--- src/ccp_pkg.sv ---
package ccp_pkg;

  localparam int SLOT_W = 6;

  typedef logic [2:0] cmd_t;
  typedef logic [1:0] status_t;

  localparam cmd_t CMD_INSERT = 3'd0;
  localparam cmd_t CMD_REMOVE = 3'd1;
  localparam cmd_t CMD_ACCESS = 3'd2;
  localparam cmd_t CMD_PIN    = 3'd3;
  localparam cmd_t CMD_EVICT  = 3'd4;

  localparam status_t STATUS_OK     = 2'd0;
  localparam status_t STATUS_EMPTY  = 2'd1;
  localparam status_t STATUS_PINNED = 2'd2;

  typedef struct packed {
    logic in_use;
    logic pinned;
    logic referenced;
  } flags_t;

endpackage

--- src/ccp_flag_ram.sv ---
module ccp_flag_ram #(
  parameter int DEPTH = 64,
  parameter int AW    = $clog2(DEPTH)
) (
  input  logic            clk,
  input  logic            we,
  input  logic [AW-1:0]   waddr,
  input  ccp_pkg::flags_t wdata,
  input  logic [AW-1:0]   raddr,
  output ccp_pkg::flags_t rdata
);
  import ccp_pkg::*;

  flags_t mem [DEPTH];

  always_ff @(posedge clk) begin
    if (we) begin
      mem[waddr] <= wdata;
    end
    rdata <= mem[raddr];
  end

endmodule

--- src/clock_page_replacement.sv ---
// Clock (second-chance) victim selector. A command is taken when start is high and busy is
// low; its result is shown on the result ports for one cycle with done high and cannot be
// stalled. The per-slot flags live in a single-port-write, registered-read memory, and every
// command but an eviction on an empty table goes through it: insert, remove, mark accessed
// and set pin read their slot as they are accepted and write it back in ST_CMD, where the
// result is registered. An eviction on an empty table answers straight from ST_IDLE;
// otherwise the sweep visits one slot per cycle through the memory read port, for at most
// 2 * FRAME_SLOTS visits. After reset, busy stays high while a clearing pass zeroes the flags.
module clock_page_replacement #(
  parameter int FRAME_SLOTS = 64
) (
  input  logic                        clk,
  input  logic                        rst,
  input  logic                        start,
  input  ccp_pkg::cmd_t               cmd,
  input  logic [ccp_pkg::SLOT_W-1:0]  slot,
  input  logic                        pin_value,
  output logic                        busy,
  output logic                        done,
  output logic                        victim_found,
  output logic [ccp_pkg::SLOT_W-1:0]  victim_slot,
  output ccp_pkg::status_t            status
);
  import ccp_pkg::*;

  localparam int AW = $clog2(FRAME_SLOTS);
  localparam int CW = $clog2(FRAME_SLOTS + 1);
  localparam int VW = $clog2(2 * FRAME_SLOTS);

  typedef enum logic [3:0] {
    ST_CLEAR = 4'b0001,
    ST_IDLE  = 4'b0010,
    ST_CMD   = 4'b0100,
    ST_SWEEP = 4'b1000
  } state_t;

  state_t        state;
  logic [AW-1:0] hand;
  logic [CW-1:0] count;
  logic [AW-1:0] clr_ptr;
  logic [AW-1:0] chk_ptr;
  logic [VW-1:0] visits;
  cmd_t          cmd_r;
  logic [AW-1:0] addr_r;
  logic          valid_r;
  logic          pin_r;

  logic          accept;
  logic          slot_ok;
  logic [AW-1:0] slot_addr;
  logic [AW-1:0] next_chk;
  logic          hit;
  logic          cnt_inc;
  logic          cnt_dec;
  logic          we;
  logic [AW-1:0] waddr;
  flags_t        wdata;
  logic [AW-1:0] raddr;
  flags_t        rdata;

  function automatic logic [AW-1:0] advance(input logic [AW-1:0] p);
    return (p == AW'(FRAME_SLOTS - 1)) ? '0 : p + AW'(1);
  endfunction

  ccp_flag_ram #(
    .DEPTH (FRAME_SLOTS),
    .AW    (AW)
  ) u_ram (
    .clk   (clk),
    .we    (we),
    .waddr (waddr),
    .wdata (wdata),
    .raddr (raddr),
    .rdata (rdata)
  );

  assign busy      = (state != ST_IDLE);
  assign accept    = start && !busy;
  assign slot_ok   = (32'(slot) < FRAME_SLOTS);
  assign slot_addr = AW'(32'(slot));
  assign next_chk  = advance(chk_ptr);
  assign hit       = (state == ST_SWEEP) && rdata.in_use && !rdata.pinned && !rdata.referenced;

  always_comb begin
    raddr   = slot_addr;
    we      = 1'b0;
    waddr   = chk_ptr;
    wdata   = '0;
    cnt_inc = 1'b0;
    cnt_dec = 1'b0;
    case (state)
      ST_CLEAR: begin
        we    = 1'b1;
        waddr = clr_ptr;
      end
      ST_IDLE: begin
        if (cmd == CMD_EVICT) begin
          raddr = hand;
        end
      end
      ST_CMD: begin
        waddr = addr_r;
        if (valid_r) begin
          case (cmd_r)
            CMD_INSERT: begin
              if (!rdata.in_use) begin
                we      = 1'b1;
                wdata   = '{in_use: 1'b1, pinned: 1'b0, referenced: 1'b0};
                cnt_inc = 1'b1;
              end
            end
            CMD_REMOVE: begin
              we      = 1'b1;
              cnt_dec = rdata.in_use;
            end
            CMD_ACCESS: begin
              we    = rdata.in_use;
              wdata = '{in_use: 1'b1, pinned: rdata.pinned, referenced: 1'b1};
            end
            CMD_PIN: begin
              we    = rdata.in_use;
              wdata = '{in_use: 1'b1, pinned: pin_r, referenced: rdata.referenced};
            end
            default: begin
              we = 1'b0;
            end
          endcase
        end
      end
      ST_SWEEP: begin
        raddr = next_chk;
        // A referenced frame loses its bit and survives; an unreferenced one is evicted.
        if (rdata.in_use && !rdata.pinned) begin
          we = 1'b1;
          if (rdata.referenced) begin
            wdata = '{in_use: 1'b1, pinned: 1'b0, referenced: 1'b0};
          end else begin
            cnt_dec = 1'b1;
          end
        end
      end
      default: begin
        we = 1'b0;
      end
    endcase
  end

  always_ff @(posedge clk) begin
    if (rst) begin
      state   <= ST_CLEAR;
      hand    <= '0;
      count   <= '0;
      clr_ptr <= '0;
      done    <= 1'b0;
    end else begin
      done <= 1'b0;
      if (cnt_inc) begin
        count <= count + CW'(1);
      end else if (cnt_dec) begin
        count <= count - CW'(1);
      end
      case (state)
        ST_CLEAR: begin
          clr_ptr <= clr_ptr + AW'(1);
          if (clr_ptr == AW'(FRAME_SLOTS - 1)) begin
            state <= ST_IDLE;
          end
        end
        ST_IDLE: begin
          if (accept) begin
            cmd_r   <= cmd;
            addr_r  <= slot_addr;
            valid_r <= slot_ok;
            pin_r   <= pin_value;
            if (cmd == CMD_EVICT) begin
              if (count == '0) begin
                done         <= 1'b1;
                victim_found <= 1'b0;
                victim_slot  <= '0;
                status       <= STATUS_EMPTY;
              end else begin
                state   <= ST_SWEEP;
                chk_ptr <= hand;
                visits  <= '0;
              end
            end else begin
              state <= ST_CMD;
            end
          end
        end
        ST_CMD: begin
          done         <= 1'b1;
          victim_found <= 1'b0;
          victim_slot  <= '0;
          status       <= STATUS_OK;
          state        <= ST_IDLE;
        end
        ST_SWEEP: begin
          chk_ptr <= next_chk;
          visits  <= visits + VW'(1);
          if (hit) begin
            done         <= 1'b1;
            victim_found <= 1'b1;
            victim_slot  <= SLOT_W'(32'(chk_ptr));
            status       <= STATUS_OK;
            hand         <= next_chk;
            state        <= ST_IDLE;
          end else if (visits == VW'(2 * FRAME_SLOTS - 1)) begin
            // Two full passes without a candidate: every frame in use is pinned.
            done         <= 1'b1;
            victim_found <= 1'b0;
            victim_slot  <= '0;
            status       <= STATUS_PINNED;
            state        <= ST_IDLE;
          end
        end
        default: begin
          state <= ST_IDLE;
        end
      endcase
    end
  end

endmodule

--- config.mk ---
export PLATFORM = sky130hd
export DESIGN_NAME = clock_page_replacement
export DESIGN_NICKNAME = d
export VERILOG_FILES = /design/src/ccp_pkg.sv /design/src/ccp_flag_ram.sv /design/src/clock_page_replacement.sv
export SDC_FILE = /design/constraint.sdc
export NUM_CORES = 1
export LEC_CHECK = 0
export BUFFER_PORTS_ARGS = -buffer_cell sky130_fd_sc_hd__buf_2
export CAP_MARGIN = 20
export CORE_MARGIN = 3
export CORE_UTILIZATION = 37
export DETAILED_ROUTE_END_ITERATION = 10
export REMOVE_ABC_BUFFERS = 1
export SYNTH_ARGS = -nofsm -noshare
export SYNTH_HDL_FRONTEND = slang
export SYNTH_HIERARCHICAL = 1
export SYNTH_SLANG_ARGS = --single-unit
--- constraint.sdc ---
create_clock -name clk -period 3.9 [get_ports clk]
set_clock_uncertainty 0.05 [all_clocks]
set_input_delay 1.17 -clock clk [delete_from_list [all_inputs] [get_ports clk]]
set_output_delay 1.17 -clock clk [all_outputs]
set_load 0.02 [all_outputs]
After elaboration in Yosys (flattened, before gate mapping). Memories as Yosys holds them, arrays and structs flattened. A register that Yosys moved wholly into a read port is not among the register bits. Index checks and enable logic that the tools add are counted.

Register bits after elaboration: 56. RAM bits: 192. Bits of input ports: 13. Logic and storage cells: 120. Memories kept: 1.

Reductions and logical operators: 19. Bitwise gates (word level): 1. Multiplexer cells: 62. Add/sub/neg operators: 5. Eq/ne operators: 19.

Memory list: u_ram.mem (depth 64, width 3, read ports 1, clocked after Yosys merged registers in 1, write ports 1, line ccp_flag_ram.sv:14) `flags_t mem [DEPTH];`.

Operators by type and width (count): $mux W6 (10); $pmux W6 S2 (3); $mux W7 (5); $mux W4 (6); $mux W1 (19); $pmux W6 S3 (1); $add A7 B1 Y7 const B (2); $pmux W7 S2 (1); $add A6 B1 Y6 const B (2); $eq A6 B6 Y1 const B (2); $pmux W1 S3 (4); $pmux W4 S3 (1); $mux W2 (5); $ne A2 B2 Y1 const B (5); $mux W3 (3); $pmux W3 S3 (1); $eq A7 B7 Y1 const B (1); $logic_not A7 Y1 (1); $sub A7 B1 Y7 const B (1); $eq A3 B2 Y1 const B (2); $pmux W2 S3 (1); $pmux W3 S2 (1); $reduce_and A6 Y1 (1); $logic_and A1 B1 Y1 (5); 20 further kinds (23).

Longest topological paths before layout.
Depth in word-level cells: 6. Mapped depth: 14.

By module. The synthesis kept the hierarchy.

Modules (own cells, without submodules): ccp_flag_ram (sequential area each 5825.6 sq um, cells each 435, times used 1, area an instance 7913.8 sq um); clock_page_replacement (sequential area each 1441.4 sq um, cells each 275, times used 1, area an instance 2865.2 sq um).

Least setup slack after synthesis. OpenSTA, ideal clock, no wires.

Path kind: input to register. From: input cmd[1]. To: register u_ram/rdata[0] (netlist name). Library setup time: 0.117 ns. Data arrival time: 3.584 ns. Slack: 0.149 ns. Buffers on the path: 2. Stages: 10. Path through: or3b_2 -> nor2_4 -> nor2_1 -> a221o_1 -> buf_6 -> buf_12 -> mux4_2 -> a2111oi_2 -> a21boi_1 -> a22o_1.

Longest elaborated chain between the ends: 3.

RTL lines: from (decl) (line clock_page_replacement.sv:15) `input ccp_pkg::cmd_t cmd,`; $eq A3 B3 Y1 (line clock_page_replacement.sv:97) `if (cmd == CMD_EVICT) begin`; $mux W6 (line clock_page_replacement.sv:97); $pmux W6 S2 (line clock_page_replacement.sv:91) `case (state)`; net raddr[0] (line clock_page_replacement.sv:58) `logic [AW-1:0] raddr;`.

The timed path passes the listed nets, and every way through them passes these cells. A chain may end at the register's enable or synchronous reset.

Worst setup path after layout.
From: input cmd[1]. To: register u_ram/rdata[2] (netlist name).

Longest elaborated chain between the ends: 3.

RTL lines (line): $eq A3 B3 Y1 (clock_page_replacement.sv:97); $mux W6 (clock_page_replacement.sv:97); $pmux W6 S2 (clock_page_replacement.sv:91); net raddr[0] (clock_page_replacement.sv:58).

The timed path passes the listed nets, and every way through them passes these cells.

==> results.yml <==
pwr:
  peakVddDrop_v: 0.000272
  p_leak_nw: 3.94
  p_per_area_nw_per_um2: 484
logic_synthesis:
  yosys_warnings: 6
  ys.flop_type: "edfxtp_1"
  ys_ff_latch: 251
  synth_top_family_by_area: "multiplexers"
  synth.cell_area_um2: 10800
  synth_async_sr_flop_share_pct: 0
  synthMuxAreaShare_pct: 11.5
  synthAdderAreaFrac_pct: 1.23
  synth_area_per_cell_um2: 15.2
  synth_xor_area_share_pct: 1.38
  synthSimpleGateAreaFrac_pct: 10.6
  synth_cells: 710
  synth_cell_type_count: 67
  synth_edf_count: 224
  synth-compound-area-share_pct: 6.00
  ys_seq_area_share_pct: 67.4
floorplan:
  core_um2: 28200
  die_area_um2: 31200
  io_pins: 24
  fp-row-count: 61
  die_w_um: 177
  fp.dieH_um: 177
  initial_core_util_pct: 38.2
sta:
  tns_ps: 0
  final.min_clock_period_ps: 3460
  grt_setup_unrepaired: "no"
  drv_slew: 0
  worst_slack_ps: 439
  slew_headroom_pct: 54.7
  setup_viol: 0
  worst_pin_slew_ps: 678
  fmaxAchievable_ghz: 0.289
  hold_violations: 0
  finalCritPeriodShare_pct: 88.7
critical_path:
  start_kind: "primary input"
  cp_slowest_stage_delay_ps: 510
  cp_data_arrival_time_ps: 3810
  cp_data_required_time_ps: 4250
  path_class: "in2reg"
  cp_max_fo: 12
  critPathSlowestCell: "or3b_2"
  critPathCaptureType: "register"
  crit_chain: "buf_2 > or3b_2 > nor2_4 > nor2_1 > a221o_4 > mux4_2 > a2111o_1 > o21ai_0 > o22ai_1"
global_routing:
  grt_pass1_wl_um: 36100
  grt_max_degree: 65
  grt_pass1_vias: 6248
  grt_use_total_pct: 15.0
  antenna_found_initial: 0
  grt_overflow: 0
cells_and_area:
  final_cell_mix: "edfxtp_1 (224), nor2_1 (110), buf_4 (39)"
  area_delta_synth_final_pct: 15.8
  layout_commonest_cell: "edfxtp_1"
  drive_above_1_share_pct: 21.6
  num_antenna_cells: 0
  num-fill-cells: 2513
  nNetsFinal: 791
  multi_input_area_um2: 3350
  regArea_um2: 7270
clock_tree:
  numCtsBuffers: 25
  cts_resized: 0
  clockBufferDepth: 3
  hold_buffers: 0
  clk_pin_slew_ps: 70
  htree_levels: 1
  cts_tree: "done"
  cts_setup_buffers: 0
  clockRootBuffer: "clkbuf_16"
  cts_sinks: 251
  clock_latency_ps: 520
drt:
  drt-total-wl_um: 23000
  vias_per_cell: 5.28
  drt_iter0_drc: 494
  routedWlPerCell_um: 19.7
  vias: 6150
  ant_nets: 0
  first_pass_iters: 6
  drc_errors: 0
status:
  outcome: "finished, final reports clean"
place:
  gp_congestion: 0.791
  dp_hpwl_um: 15400
  dp_slack_ps: -92.4
  io_buffers: 23
worst_hold_path:
  hold_class: "reg2reg"
flow_run:
  drv_cap: 0
[per-stage QoR]
| step | std cells | power (W) | area (µm²) | hold slack (ps) | util, % |
|---|---|---|---|---|---|
| 2_1_floorplan | 675 | 0.00337 | 10600 | 396 | - |
| 3_3_place_gp | 1119 | 0.00357 | 11600 | 426 | 41.1 |
| 3_5_place_dp | 1119 | 0.00358 | 11600 | 441 | 41.1 |
| 4_1_cts | 1165 | 0.00612 | 12500 | 450 | 44.2 |
| 5_1_grt | 1165 | 0.00628 | 12500 | 472 | 44.2 |
| 6_report | 1165 | 0.00605 | 12500 | 448 | 44.2 |
[cell usage after synthesis, drive strengths merged (7+ instances only)]
library cell | count | area (µm²)
nand2b | 7 | 43.8
o21ai | 9 | 45.0
mux2 | 9 | 101
and3 | 11 | 68.8
a21o | 9 | 67.6
nand2 | 30 | 113
clkbuf | 18 | 68.8
nor2 | 112 | 428
xnor2 | 9 | 78.8
o22ai | 12 | 75.1
mux2i | 23 | 230
ha | 9 | 113
buf | 17 | 116
a221o | 8 | 80.1
dfxtp | 27 | 541
nor3 | 14 | 75.1
and2 | 7 | 43.8
edfxtp | 224 | 6730
a21oi | 10 | 50.1
nand3 | 12 | 60.1
nor2b | 9 | 56.3
a211oi | 9 | 72.6
xor2 | 8 | 70.1
mux4 | 39 | 905
[worst max-delay path: cells and delay by family]
kind	cells	cell delay [ps]
buffers and inverters	1	100
muxes	1	490
AOI/OAI and AO/OA	4	1310
and+or+nand+nor	3	720
[cell type report]
class | count | area share (%)
tap | 378 | 3.79
clock inverter | 19 | 1.87
timing repair buffer | 66 | 3.91
clock buffer | 27 | 5.23
inverter | 6 | 0.180
sequential | 251 | 58.2
multi-input combinational | 418 | 26.8
[registers in the layout (all words and copies together), names as in the netlist]
| name | flops |
|---|---|
| addr_r | 6 |
| chk_ptr | 6 |
| clr_ptr | 6 |
| cmd_r | 3 |
| count | 7 |
| done | 1 |
| hand | 6 |
| pin_r | 1 |
| state | 4 |
| status | 2 |
| u_ram/mem | 192 |
| u_ram/rdata | 3 |
| victim_found | 1 |
| victim_slot | 6 |
| visits | 7 |
[kinds of logic (layout without fill, tap and decap cells)]
family / after synthesis / in the layout
simple gates: 233 / 233
flops: 251 / 251
xor+xnor: 17 / 17
compound gates: 87 / 87
fa+ha+maj: 10 / 10
buf+inv: 41 / 118
mux: 71 / 71
[worst paths after layout]
kind | from | to | depth (start not counted) | slack (ps)
max reg2reg | state[1] | u_ram/rdata[2] | 8 | 500
max | cmd[1] | u_ram/rdata[2] | 9 | 440
min reg2reg | count[6] | count[6] | 2 | 450
min | count[6] | count[6] | 2 | 450
[power breakdown]
group | internal (W) | switching (W) | leakage [nW] | total [W]
clock | 0.00150 | 0.00103 | 0.434 | 0.00253
sequential | 0.00297 | 0.0000462 | 2.01 | 0.00301
combinational | 0.000180 | 0.000327 | 1.50 | 0.000508
total | 0.00465 | 0.00140 | 3.94 | 0.00605
[metal layers]
layer	share of wire, %	vias up	GRT usage, %	wire, µm
met4	2.3	0	4.19	531
met5	0	-	0	0
li1	-	2893	-	-
met1	47	3084	21.5	10700
met3	3.9	33	1.67	904
met2	47	140	24.4	10900
No activity file was read; power rests on OpenSTA's default activity.
